### config.mk
export PLATFORM = sky130hd
export DESIGN_NAME = block_buffer_cache_lru
export DESIGN_NICKNAME = d
export VERILOG_FILES = /design/src/hdl/bbc_pkg.sv /design/src/hdl/bbc_ram.sv /design/src/hdl/block_buffer_cache_lru.sv
export SDC_FILE = /design/constraint.sdc
export NUM_CORES = 2
export LEC_CHECK = 0
export ABC_AREA = 1
export BUFFER_PORTS_ARGS = -buffer_cell sky130_fd_sc_hd__buf_2
export CELL_PAD_IN_SITES_DETAIL_PLACEMENT = 0
export CELL_PAD_IN_SITES_GLOBAL_PLACEMENT = 2
export CORE_MARGIN = 3
export CORE_UTILIZATION = 41
export DETAILED_ROUTE_END_ITERATION = 6
export MAX_ROUTING_LAYER = met4
export PLACE_DENSITY = 0.73
export SYNTH_ARGS = -nofsm -noshare
export SYNTH_HDL_FRONTEND = slang
export SYNTH_SLANG_ARGS = --single-unit
### constraint.sdc
create_clock -name clock -period 19.2 [get_ports clock]
set_input_delay 0.96 -clock clock [delete_from_list [all_inputs] [get_ports clock]]
set_output_delay 0.96 -clock clock [all_outputs]
set_load 0.02 [all_outputs]
### src/hdl/bbc_pkg.sv
// Package for the block buffer cache tag manager.
// Holds the request, response and slot entry types, codes and sequencer states.
// No dependencies.
package bbc_pkg;

   localparam int NUM_SLOTS_DEF = 32;

   // request operation codes
   localparam logic [1:0] OP_GET     = 2'd0;
   localparam logic [1:0] OP_RELEASE = 2'd1;
   localparam logic [1:0] OP_PIN     = 2'd2;
   localparam logic [1:0] OP_UNPIN   = 2'd3;

   // response status codes
   localparam logic [1:0] ST_OK        = 2'd0;
   localparam logic [1:0] ST_NO_FREE   = 2'd1;
   localparam logic [1:0] ST_UNDERFLOW = 2'd2;
   localparam logic [1:0] ST_OVERFLOW  = 2'd3;

   localparam logic [7:0] COUNT_MAX = 8'hFF;

   typedef struct packed {
      logic [1:0]  op;
      logic [7:0]  device;
      logic [31:0] block_number;
      logic [4:0]  buffer_slot;
      logic [31:0] now_tick;
   } req_type;

   typedef struct packed {
      logic [4:0] slot;
      logic       was_cached;
      logic       must_read_disk;
      logic [1:0] status;
   } rsp_type;

   typedef struct packed {
      logic        holds_block;
      logic [7:0]  tag_device;
      logic [31:0] tag_block;
      logic [7:0]  ref_count;
      logic [31:0] release_time;
   } entry_type;

   typedef enum logic [2:0] {
      S_CLEAR,
      S_IDLE,
      S_SCAN,
      S_DECIDE,
      S_SINGLE,
      S_RDWAIT,
      S_FIN
   } state_type;

endpackage

### src/hdl/bbc_ram.sv
// Generic single-port-write, single-port-read RAM with registered read data.
// No dependencies.
module bbc_ram #(
   parameter int WIDTH = 8,
   parameter int DEPTH = 32
) (
   input  logic                     clock,
   input  logic                     we,
   input  logic [$clog2(DEPTH)-1:0] waddr,
   input  logic [WIDTH-1:0]         wdata,
   input  logic [$clog2(DEPTH)-1:0] raddr,
   output logic [WIDTH-1:0]         rdata
);

   logic [WIDTH-1:0] mem_ff [DEPTH];
   logic [WIDTH-1:0] rdata_ff;

   always_ff @(posedge clock) begin
      if (we) begin
         mem_ff[waddr] <= wdata;
      end
      rdata_ff <= mem_ff[raddr];
   end

   assign rdata = rdata_ff;

endmodule

### src/hdl/block_buffer_cache_lru.sv
// Block buffer cache tag manager: slot tags, reference counts and release ticks in one RAM.
// Get: one read pass over all NUM_SLOTS entries, then a decide step, then the response.
// Release, pin, unpin: read, modify, write one entry; a slot beyond the table is answered without a read.
// One request at a time: req_ready is high only in the idle state, reached once the last result is handed over.
// After reset a clearing pass writes every entry to zero, req_ready low.
// Depends on bbc_pkg and bbc_ram.
module block_buffer_cache_lru #(
   parameter int NUM_SLOTS = bbc_pkg::NUM_SLOTS_DEF
) (
   input  logic             clock,
   input  logic             reset,
   input  logic             req_valid,
   output logic             req_ready,
   input  bbc_pkg::req_type req_data,
   output logic             rsp_valid,
   input  logic             rsp_ready,
   output bbc_pkg::rsp_type rsp_data
);

   import bbc_pkg::*;

   localparam int AW = $clog2(NUM_SLOTS);
   localparam int CW = $clog2(NUM_SLOTS + 1);
   localparam int EW = $bits(entry_type);
   localparam logic [CW-1:0] CNT_END  = CW'(NUM_SLOTS);
   localparam logic [CW-1:0] CNT_LAST = CW'(NUM_SLOTS - 1);

   // report a slot index in the 5-bit response field
   function automatic logic [4:0] slot5(input logic [AW-1:0] idx);
      logic [31:0] w;
      w = 32'(idx);
      return w[4:0];
   endfunction

   state_type       state_ff, state_in;
   req_type         req_ff, req_in;
   logic [CW-1:0]   cnt_ff, cnt_in;
   logic            rd_valid_ff, rd_valid_in;
   logic [AW-1:0]   rd_idx_ff, rd_idx_in;

   // search results of the get pass
   logic            hit_found_ff, hit_found_in;
   logic [AW-1:0]   hit_idx_ff, hit_idx_in;
   logic [7:0]      hit_cnt_ff, hit_cnt_in;
   logic [31:0]     hit_time_ff, hit_time_in;
   logic            best_found_ff, best_found_in;
   logic [AW-1:0]   best_idx_ff, best_idx_in;
   logic [31:0]     best_time_ff, best_time_in;

   // pending write-back and result
   logic            wr_pend_ff, wr_pend_in;
   logic [AW-1:0]   wr_addr_ff, wr_addr_in;
   entry_type       wr_data_ff, wr_data_in;
   rsp_type         res_ff, res_in;

   logic            rsp_valid_ff, rsp_valid_in;
   rsp_type         rsp_data_ff, rsp_data_in;

   // RAM port signals
   logic            ram_we;
   logic [AW-1:0]   ram_waddr;
   logic [EW-1:0]   ram_wdata;
   logic [AW-1:0]   ram_raddr;
   logic [EW-1:0]   ram_rdata;
   entry_type       rd_entry;

   logic [31:0]     bs_wide;
   logic [AW-1:0]   bs_addr;
   logic            bs_in_range;
   logic            req_fire;
   logic            fin_fire;
   logic            scan_issue;

   assign bs_wide     = 32'(req_ff.buffer_slot);
   assign bs_addr     = bs_wide[AW-1:0];
   assign bs_in_range = (bs_wide < NUM_SLOTS);
   assign req_fire    = req_valid && req_ready;
   // hand the result over only once the response register is free
   assign fin_fire    = (state_ff == S_FIN) && (!rsp_valid_ff || rsp_ready);
   assign scan_issue  = (state_ff == S_SCAN) && (cnt_ff < CNT_END);
   assign rd_entry    = entry_type'(ram_rdata);

   bbc_ram #(
      .WIDTH(EW),
      .DEPTH(NUM_SLOTS)
   ) u_slots (
      .clock(clock),
      .we   (ram_we),
      .waddr(ram_waddr),
      .wdata(ram_wdata),
      .raddr(ram_raddr),
      .rdata(ram_rdata)
   );

   // next state
   always_comb begin
      state_in = state_ff;
      case (state_ff)
         S_CLEAR: begin
            if (cnt_ff == CNT_LAST) begin
               state_in = S_IDLE;
            end
         end
         S_IDLE: begin
            if (req_valid) begin
               state_in = (req_data.op == OP_GET) ? S_SCAN : S_SINGLE;
            end
         end
         S_SCAN: begin
            // leave once every read has been issued and the last one seen
            if ((cnt_ff == CNT_END) && !rd_valid_ff) begin
               state_in = S_DECIDE;
            end
         end
         S_DECIDE: state_in = S_FIN;
         S_SINGLE: state_in = bs_in_range ? S_RDWAIT : S_FIN;
         S_RDWAIT: state_in = S_FIN;
         S_FIN: begin
            if (fin_fire) begin
               state_in = S_IDLE;
            end
         end
         default: state_in = S_CLEAR;
      endcase
   end

   // outputs and RAM port control
   always_comb begin
      req_ready = (state_ff == S_IDLE);
      ram_we    = 1'b0;
      ram_waddr = wr_addr_ff;
      ram_wdata = wr_data_ff;
      ram_raddr = bs_addr;
      case (state_ff)
         S_CLEAR: begin
            ram_we    = 1'b1;
            ram_waddr = cnt_ff[AW-1:0];
            ram_wdata = '0;
         end
         S_SCAN: ram_raddr = cnt_ff[AW-1:0];
         S_FIN:  ram_we    = fin_fire && wr_pend_ff;
         default: begin
            ram_we = 1'b0;
         end
      endcase
   end

   // datapath
   always_comb begin
      req_in        = req_ff;
      cnt_in        = cnt_ff;
      rd_valid_in   = scan_issue;
      rd_idx_in     = cnt_ff[AW-1:0];
      hit_found_in  = hit_found_ff;
      hit_idx_in    = hit_idx_ff;
      hit_cnt_in    = hit_cnt_ff;
      hit_time_in   = hit_time_ff;
      best_found_in = best_found_ff;
      best_idx_in   = best_idx_ff;
      best_time_in  = best_time_ff;
      wr_pend_in    = wr_pend_ff;
      wr_addr_in    = wr_addr_ff;
      wr_data_in    = wr_data_ff;
      res_in        = res_ff;

      case (state_ff)
         S_CLEAR: cnt_in = cnt_ff + 1'b1;
         S_IDLE: begin
            if (req_fire) begin
               req_in        = req_data;
               cnt_in        = '0;
               hit_found_in  = 1'b0;
               best_found_in = 1'b0;
            end
         end
         S_SCAN: begin
            if (scan_issue) begin
               cnt_in = cnt_ff + 1'b1;
            end
            if (rd_valid_ff) begin
               // first matching tag wins
               if (!hit_found_ff && rd_entry.holds_block
                   && (rd_entry.tag_device == req_ff.device)
                   && (rd_entry.tag_block == req_ff.block_number)) begin
                  hit_found_in = 1'b1;
                  hit_idx_in   = rd_idx_ff;
                  hit_cnt_in   = rd_entry.ref_count;
                  hit_time_in  = rd_entry.release_time;
               end
               // oldest free slot, strict compare keeps the lowest on ties
               if ((rd_entry.ref_count == 8'd0)
                   && (!best_found_ff || (rd_entry.release_time < best_time_ff))) begin
                  best_found_in = 1'b1;
                  best_idx_in   = rd_idx_ff;
                  best_time_in  = rd_entry.release_time;
               end
            end
         end
         S_DECIDE: begin
            wr_data_in.holds_block = 1'b1;
            wr_data_in.tag_device  = req_ff.device;
            wr_data_in.tag_block   = req_ff.block_number;
            if (hit_found_ff) begin
               wr_pend_in                = (hit_cnt_ff != COUNT_MAX);
               wr_addr_in                = hit_idx_ff;
               wr_data_in.ref_count      = hit_cnt_ff + 8'd1;
               wr_data_in.release_time   = hit_time_ff;
               res_in.slot               = slot5(hit_idx_ff);
               res_in.was_cached         = 1'b1;
               res_in.must_read_disk     = 1'b0;
               res_in.status = (hit_cnt_ff == COUNT_MAX) ? ST_OVERFLOW : ST_OK;
            end else if (best_found_ff) begin
               // retag the victim, keep its release tick
               wr_pend_in              = 1'b1;
               wr_addr_in              = best_idx_ff;
               wr_data_in.ref_count    = 8'd1;
               wr_data_in.release_time = best_time_ff;
               res_in.slot             = slot5(best_idx_ff);
               res_in.was_cached       = 1'b0;
               res_in.must_read_disk   = 1'b1;
               res_in.status           = ST_OK;
            end else begin
               wr_pend_in            = 1'b0;
               res_in.slot           = 5'd0;
               res_in.was_cached     = 1'b0;
               res_in.must_read_disk = 1'b0;
               res_in.status         = ST_NO_FREE;
            end
         end
         S_SINGLE: begin
            // answer at once for a slot beyond the table; else wait for the read
            wr_pend_in            = 1'b0;
            res_in.slot           = req_ff.buffer_slot;
            res_in.was_cached     = 1'b0;
            res_in.must_read_disk = 1'b0;
            res_in.status = (req_ff.op == OP_PIN) ? ST_OVERFLOW : ST_UNDERFLOW;
         end
         S_RDWAIT: begin
            wr_addr_in = bs_addr;
            wr_data_in = rd_entry;
            res_in.slot           = req_ff.buffer_slot;
            res_in.was_cached     = 1'b0;
            res_in.must_read_disk = 1'b0;
            if (req_ff.op == OP_PIN) begin
               wr_pend_in           = (rd_entry.ref_count != COUNT_MAX);
               wr_data_in.ref_count = rd_entry.ref_count + 8'd1;
               res_in.status = (rd_entry.ref_count == COUNT_MAX) ? ST_OVERFLOW : ST_OK;
            end else begin
               wr_pend_in           = (rd_entry.ref_count != 8'd0);
               wr_data_in.ref_count = rd_entry.ref_count - 8'd1;
               res_in.status = (rd_entry.ref_count == 8'd0) ? ST_UNDERFLOW : ST_OK;
               // stamp the tick on the final release only
               if ((req_ff.op == OP_RELEASE) && (rd_entry.ref_count == 8'd1)) begin
                  wr_data_in.release_time = req_ff.now_tick;
               end
            end
         end
         default: begin
            cnt_in = cnt_ff;
         end
      endcase
   end

   // response register
   always_comb begin
      rsp_valid_in = rsp_valid_ff;
      rsp_data_in  = rsp_data_ff;
      if (fin_fire) begin
         rsp_valid_in = 1'b1;
         rsp_data_in  = res_ff;
      end else if (rsp_ready) begin
         rsp_valid_in = 1'b0;
      end
   end

   assign rsp_valid = rsp_valid_ff;
   assign rsp_data  = rsp_data_ff;

   always_ff @(posedge clock) begin
      if (reset) begin
         state_ff      <= S_CLEAR;
         cnt_ff        <= '0;
         rd_valid_ff   <= 1'b0;
         hit_found_ff  <= 1'b0;
         best_found_ff <= 1'b0;
         wr_pend_ff    <= 1'b0;
         rsp_valid_ff  <= 1'b0;
      end else begin
         state_ff      <= state_in;
         cnt_ff        <= cnt_in;
         rd_valid_ff   <= rd_valid_in;
         hit_found_ff  <= hit_found_in;
         best_found_ff <= best_found_in;
         wr_pend_ff    <= wr_pend_in;
         rsp_valid_ff  <= rsp_valid_in;
      end
      req_ff       <= req_in;
      rd_idx_ff    <= rd_idx_in;
      hit_idx_ff   <= hit_idx_in;
      hit_cnt_ff   <= hit_cnt_in;
      hit_time_ff  <= hit_time_in;
      best_idx_ff  <= best_idx_in;
      best_time_ff <= best_time_in;
      wr_addr_ff   <= wr_addr_in;
      wr_data_ff   <= wr_data_in;
      res_ff       <= res_in;
      rsp_data_ff  <= rsp_data_in;
   end

endmodule

Word level (Yosys, flattened, before mapping)
Memory sizes are Yosys's and may differ from the RTL's. A register that Yosys moved wholly into a read port is not among the register bits. Cells that the tools add are included. Widths: inputs -> output; s select.

Add/sub/neg operators: 4. Order comparisons: 3. Equal/unequal tests: 27. Mux-type cells: 46. Reductions and logical operators: 34.

Operators by type and width (number): $pmux 81 s2 (1); $mux 81 (1); $mux 40 (2); $mux 32 (2); $eq 32x32->1 (1); $lt 32x32->1 (1); $pmux 9 s3 (1); $mux 5 (4); $mux 9 (2); $pmux 3 s6 (1); $pmux 6 s3 (1); $add 8x1->8 const B (2); $eq 8x8->1 const B (2); $ne 8x8->1 const B (2); $mux 3 (5); $mux 1 (13); $mux 6 (2); $reduce_and 4->1 (3); $logic_and 1x1->1 (10); $mux 2 (5); $ne 2x2->1 const B (5); $pmux 5 s2 (1); $eq 3x3->1 const B (3); $reduce_and 3->1 (3); other kinds (27) (41).

Flip-flop bits (word level): 284. Memory bits (writable): 2592. Output and inout bits: 11. Memories kept: 1.

Memory list: u_slots.mem_ff (words 32, width 81, read ports 1, clocked after memory_dff 1, wr ports 1, line bbc_ram.sv:15) `logic [WIDTH-1:0] mem_ff [DEPTH];`.

Longest topological paths before layout
Word-level depth: 7. Gate-level depth with buffers: 14. Gate-level depth less buffers: 13.

Hierarchy
A second synthesis with hierarchy kept.

Cell total of the unflattened synthesis: 9883. Area, all modules: 118284.7 um^2.

Modules (own cells, without submodules): bbc_ram (instances 1, cells each 8545, area an instance 104955.7 um^2, seq. area each 79456.2 um^2); block_buffer_cache_lru (instances 1, cells each 1338, area an instance 13329.0 um^2, seq. area each 8338.0 um^2).

Worst setup path before layout
Ideal clock, no wire load.

Path kind: input-to-reg. Start point: input rsp_ready. End point: memory u_slots.mem_ff[0][0] (netlist name), enable pin. Arrival: 5.964 ns. Required time: 18.679 ns. Setup slack: 12.715 ns. Stages on the path: 6. Cells stage by stage: nor2_1 nor4_1 nand2_1 nand2_1 nand3_1 nor2_1.

Cells in the longest elaborated chain, start to end: 6.

Ends and longest elaborated chain: start, declared (line block_buffer_cache_lru.sv:16) `input logic rsp_ready,`; $logic_or 1x1->1 (line block_buffer_cache_lru.sv:79) `assign fin_fire = (state_ff == S_FIN) && (!rsp_valid_ff || rsp_ready);`; $logic_and 1x1->1 (line block_buffer_cache_lru.sv:79); named net fin_fire (line block_buffer_cache_lru.sv:71) `logic fin_fire;`; $logic_and 1x1->1 (line block_buffer_cache_lru.sv:141) `S_FIN: ram_we = fin_fire && wr_pend_ff;`; $pmux 1 s2 (line block_buffer_cache_lru.sv:134) `case (state_ff)`; $mux 1 (line bbc_ram.sv:19) `if (we) begin`; $mux 1 (implied by the code) (line bbc_ram.sv:20) `mem_ff[waddr] <= wdata;`; end, declared (line bbc_ram.sv:15).

The timed path passes the listed nets, and every way through them passes these cells.

Worst setup path in the final report
Start point: register state_ff[0]. End point: register u_slots.rdata_ff[64] (netlist: u_slots.rdata[64]) (read register of u_slots.mem_ff).

Cells in the longest elaborated chain, start to end: 2.

Ends and longest elaborated chain: start, declared (line block_buffer_cache_lru.sv:35) `state_type state_ff, state_in;`; start signal, assigned (line block_buffer_cache_lru.sv:289) `state_ff <= state_in;`; $eq 3x2->1 (line block_buffer_cache_lru.sv:134); $mux 5 (line block_buffer_cache_lru.sv:134); end, declared (line bbc_ram.sv:16) `logic [WIDTH-1:0] rdata_ff;`.

Every way passes these cells. A chain may end at the register's enable or synchronous reset.

==> results.toml <==
[placed_design]
gp_congestion = 0.8102
place_ws_ps = 13350
io_buffers = 93
hpwl_um = 183400

[clocking]
clkTransAtPathRegs_ps = 60
cts_tree = "built"
cts_buffer_depth = 4
postCtsSetupBuffers = 0
holdBufCountCts = 0
cts_made_buffers = 320
clkSinkCount = 2957
cts_resized = 0
htree_levels = 5
insertion_delay_ps = 870
clock-root-buffer = "clkbuf_16"

[sta]
final.setup.worst_slack_ps = 13180
period_minus_slack_ps = 6021
fin_skew_ps = 42.92
fin_crit_sh = 0.3136
slew_headroom = 0.05516
rsz0062_at_grt = "no"
fmax_mhz = 166.1
maxSlewViolCount = 0
setup_viol = 0
tns_ps = 0
finalHoldViolCount = 0
worst_slew_pin_slew_ps = 1402

[power]
total_power_mw = 13.28
pwr-share-comb = 0.009
internal-power_mw = 10.65
p_sw_frac = 0.1979
cellLeakagePower_nw = 49.07
p_clk_frac = 0.460
p_sw_mw = 2.628
p_seq_frac = 0.531
pwr_density_cell_nw_per_um2 = 99.14
ir_drop_uv = 76.98

[drt]
wl_met2_um = 192500
detail-route-antenna-nets = 0
drtPass1Iterations = 6
wl_met1_um = 170900
wirelength_um = 397100
drc = 0
first_iter_violations = 8930
routed.top_layer = "met4"
route.met3.wl_um = 23240
via_per_inst = 5.623
wl_per_cell_um = 28.29
vias = 78930

[run_status]
status = "complete, no violations"

[worst_setup_path]
r2r-start = "state_ff[0]"
r2r-end = "u_slots.rdata[64]"
critPathRequiredTime_ps = 19980
reg2reg_depth = 14
path_class = "register to register"
startpoint_type = "register"
path_max_fanout = 80
worst_ep_arrival_time_ps = 6800
rrSetupSlack_ps = 13180
worstSetupEndpointType = "register"

[finish]
layout-drive-gt1-share = 0.08049
finalNetCount = 10120
syn_to_final_growth_pct = 12.66

[job]
cap_violations = 0

[synthesis]
synth_top_area_cell = "edfxtp_1"
async_flop_share = 0
synthesis.nets = 10110
ys.flop_type = "edfxtp_1"
syn_area_um2 = 118900
synth_common_cells = "nand2_1, edfxtp_1, nand3_1"
synth.most_common_cell = "nand2_1"
synth_cell_type_count = 41
yosys_warnings = 0
synth_area_leaders = "edfxtp_1, nand3_1, nand2_1"
netlist_instances = 9991
synth_seq_cells = 2957
yosysSeqAreaShare = 0.7385
avgSynthCellArea_um2 = 11.90
synth_edf_count = 2857
synth_top_area_share = 0.7216

[grt]
grt_antenna_before_repair = 21
grt_pass1_wl_um = 561800
grt_start_max_net_pins = 196
globalRouteTotalUtil = 0.2703
overflow = 0
grt_pass1_vias = 75070

[floorplanning]
initial_core_util = 0.4122
die_y_um = 544.5
dieArea_um2 = 296500
core-area_um2 = 288400
dieWidth_um = 544.5
num_rows = 197
io_pins = 94

[hold_path]
hp-start = "req_data[48]"
hold_path_class = "input port to register"
hold_depth = 1
holdPathEnd = "req_ff[48]"
[kinds of logic after synthesis]
logic type / Yosys count / share of synthesized area
simple gates: 5663 / 0.2072
flops: 2957 / 0.7385
buf+inv: 1070 / 0.03837
compound gates: 248 / 0.01088
fa+ha+maj: 37 / 0.003894
xor+xnor: 16 / 0.001179
[power by group through the flow]
stage	Sequential (mW)	Clock, mW	Combinational, mW
finish	7.05	6.11	0.120
global route	7.05	6.46	0.125
CTS	7.05	6.20	0.121
detailed placement	7.19	0	0.121
global placement	7.19	0	0.120
floorplan	7.19	0	0.0434
[how the worst max path moves through the flow]
stage,start,to,cells after the start
2_1_floorplan,rsp_ready,u_slots.mem_ff[0][0],6
3_3_place_gp,state_ff[0],u_slots.rdata[61],14
3_5_place_dp,state_ff[1],u_slots.mem_ff[4][71],11
4_1_cts,state_ff[0],u_slots.rdata[60],14
5_1_grt,state_ff[0],u_slots.rdata[60],14
6_report,state_ff[0],u_slots.rdata[64],14
[placed cells by master (no fill, tap or decap), types with 33 or more instances in the layout]
cell          n
a21oi_1      60
nand3_1    2536
ha_1         37
clkinv_1     69
o21ai_0     159
clkinv_2     33
clkbuf_16   329
dfxtp_1     100
buf_4       168
edfxtp_1   2857
nand2_1    2863
buf_2        93
nor2_4       37
nor2_1      123
inv_1       456
clkbuf_1     72
[metrics by stage]
stage	cells	util	hold slack [ps]	instance area (um^2)
2_1_floorplan	9991	-	346.1	118900
3_3_place_gp	13460	0.4288	385.3	123700
3_5_place_dp	13460	0.4288	379.7	123700
4_1_cts	14030	0.4643	206.5	133900
5_1_grt	14040	0.4644	231.8	133900
6_report	14040	0.4644	261.6	133900
[state kept, by name, summed over array words and instances (netlist names), 3 cells and up]
signal	cells
best_idx_ff	5
wr_addr_ff	5
bs_addr	5
u_slots.rdata	81
best_time_ff	32
u_slots.mem_ff	2592
rsp_data	9
state_ff	3
hit_cnt_ff	8
hit_idx_ff	5
rd_idx_ff	5
req_ff	74
res_ff	9
wr_data_ff	81
hit_time_ff	32
cnt_ff	6
[final cells by class]
class | instances | area (um^2)
diodes | 7 | 17.52
clock buffers | 430 | 8902
clock inverters | 142 | 1349
fillers | 25900 | 154500
inverters | 465 | 1780
multi-input cells | 5964 | 27010
flip-flops and latches | 2957 | 87790
well taps | 3781 | 4731
repair buffers | 292 | 2347
[worst max-delay path, cell delays in order, from the launching register on]
cell and delay [ps]:
dfxtp_1 480, inv_2 110, nand3_2 410, nand2_1 180, nand2_4 790, buf_4 790, buf_4 780, buf_4 760
buf_4 660, nand2_1 100, nand3_1 110, nand3_1 100, nand3_1 140, nand3_1 70, nand2_1 110
[routing by layer]
layer | up-vias | track usage
met1 | 40130 | 0.3702
li1 | 35150 | -
met5 | - | -
met4 | 0 | 0.06664
met2 | 3041 | 0.4380
met3 | 613 | 0.02414
No activity file was read; power rests on OpenSTA's default activity.
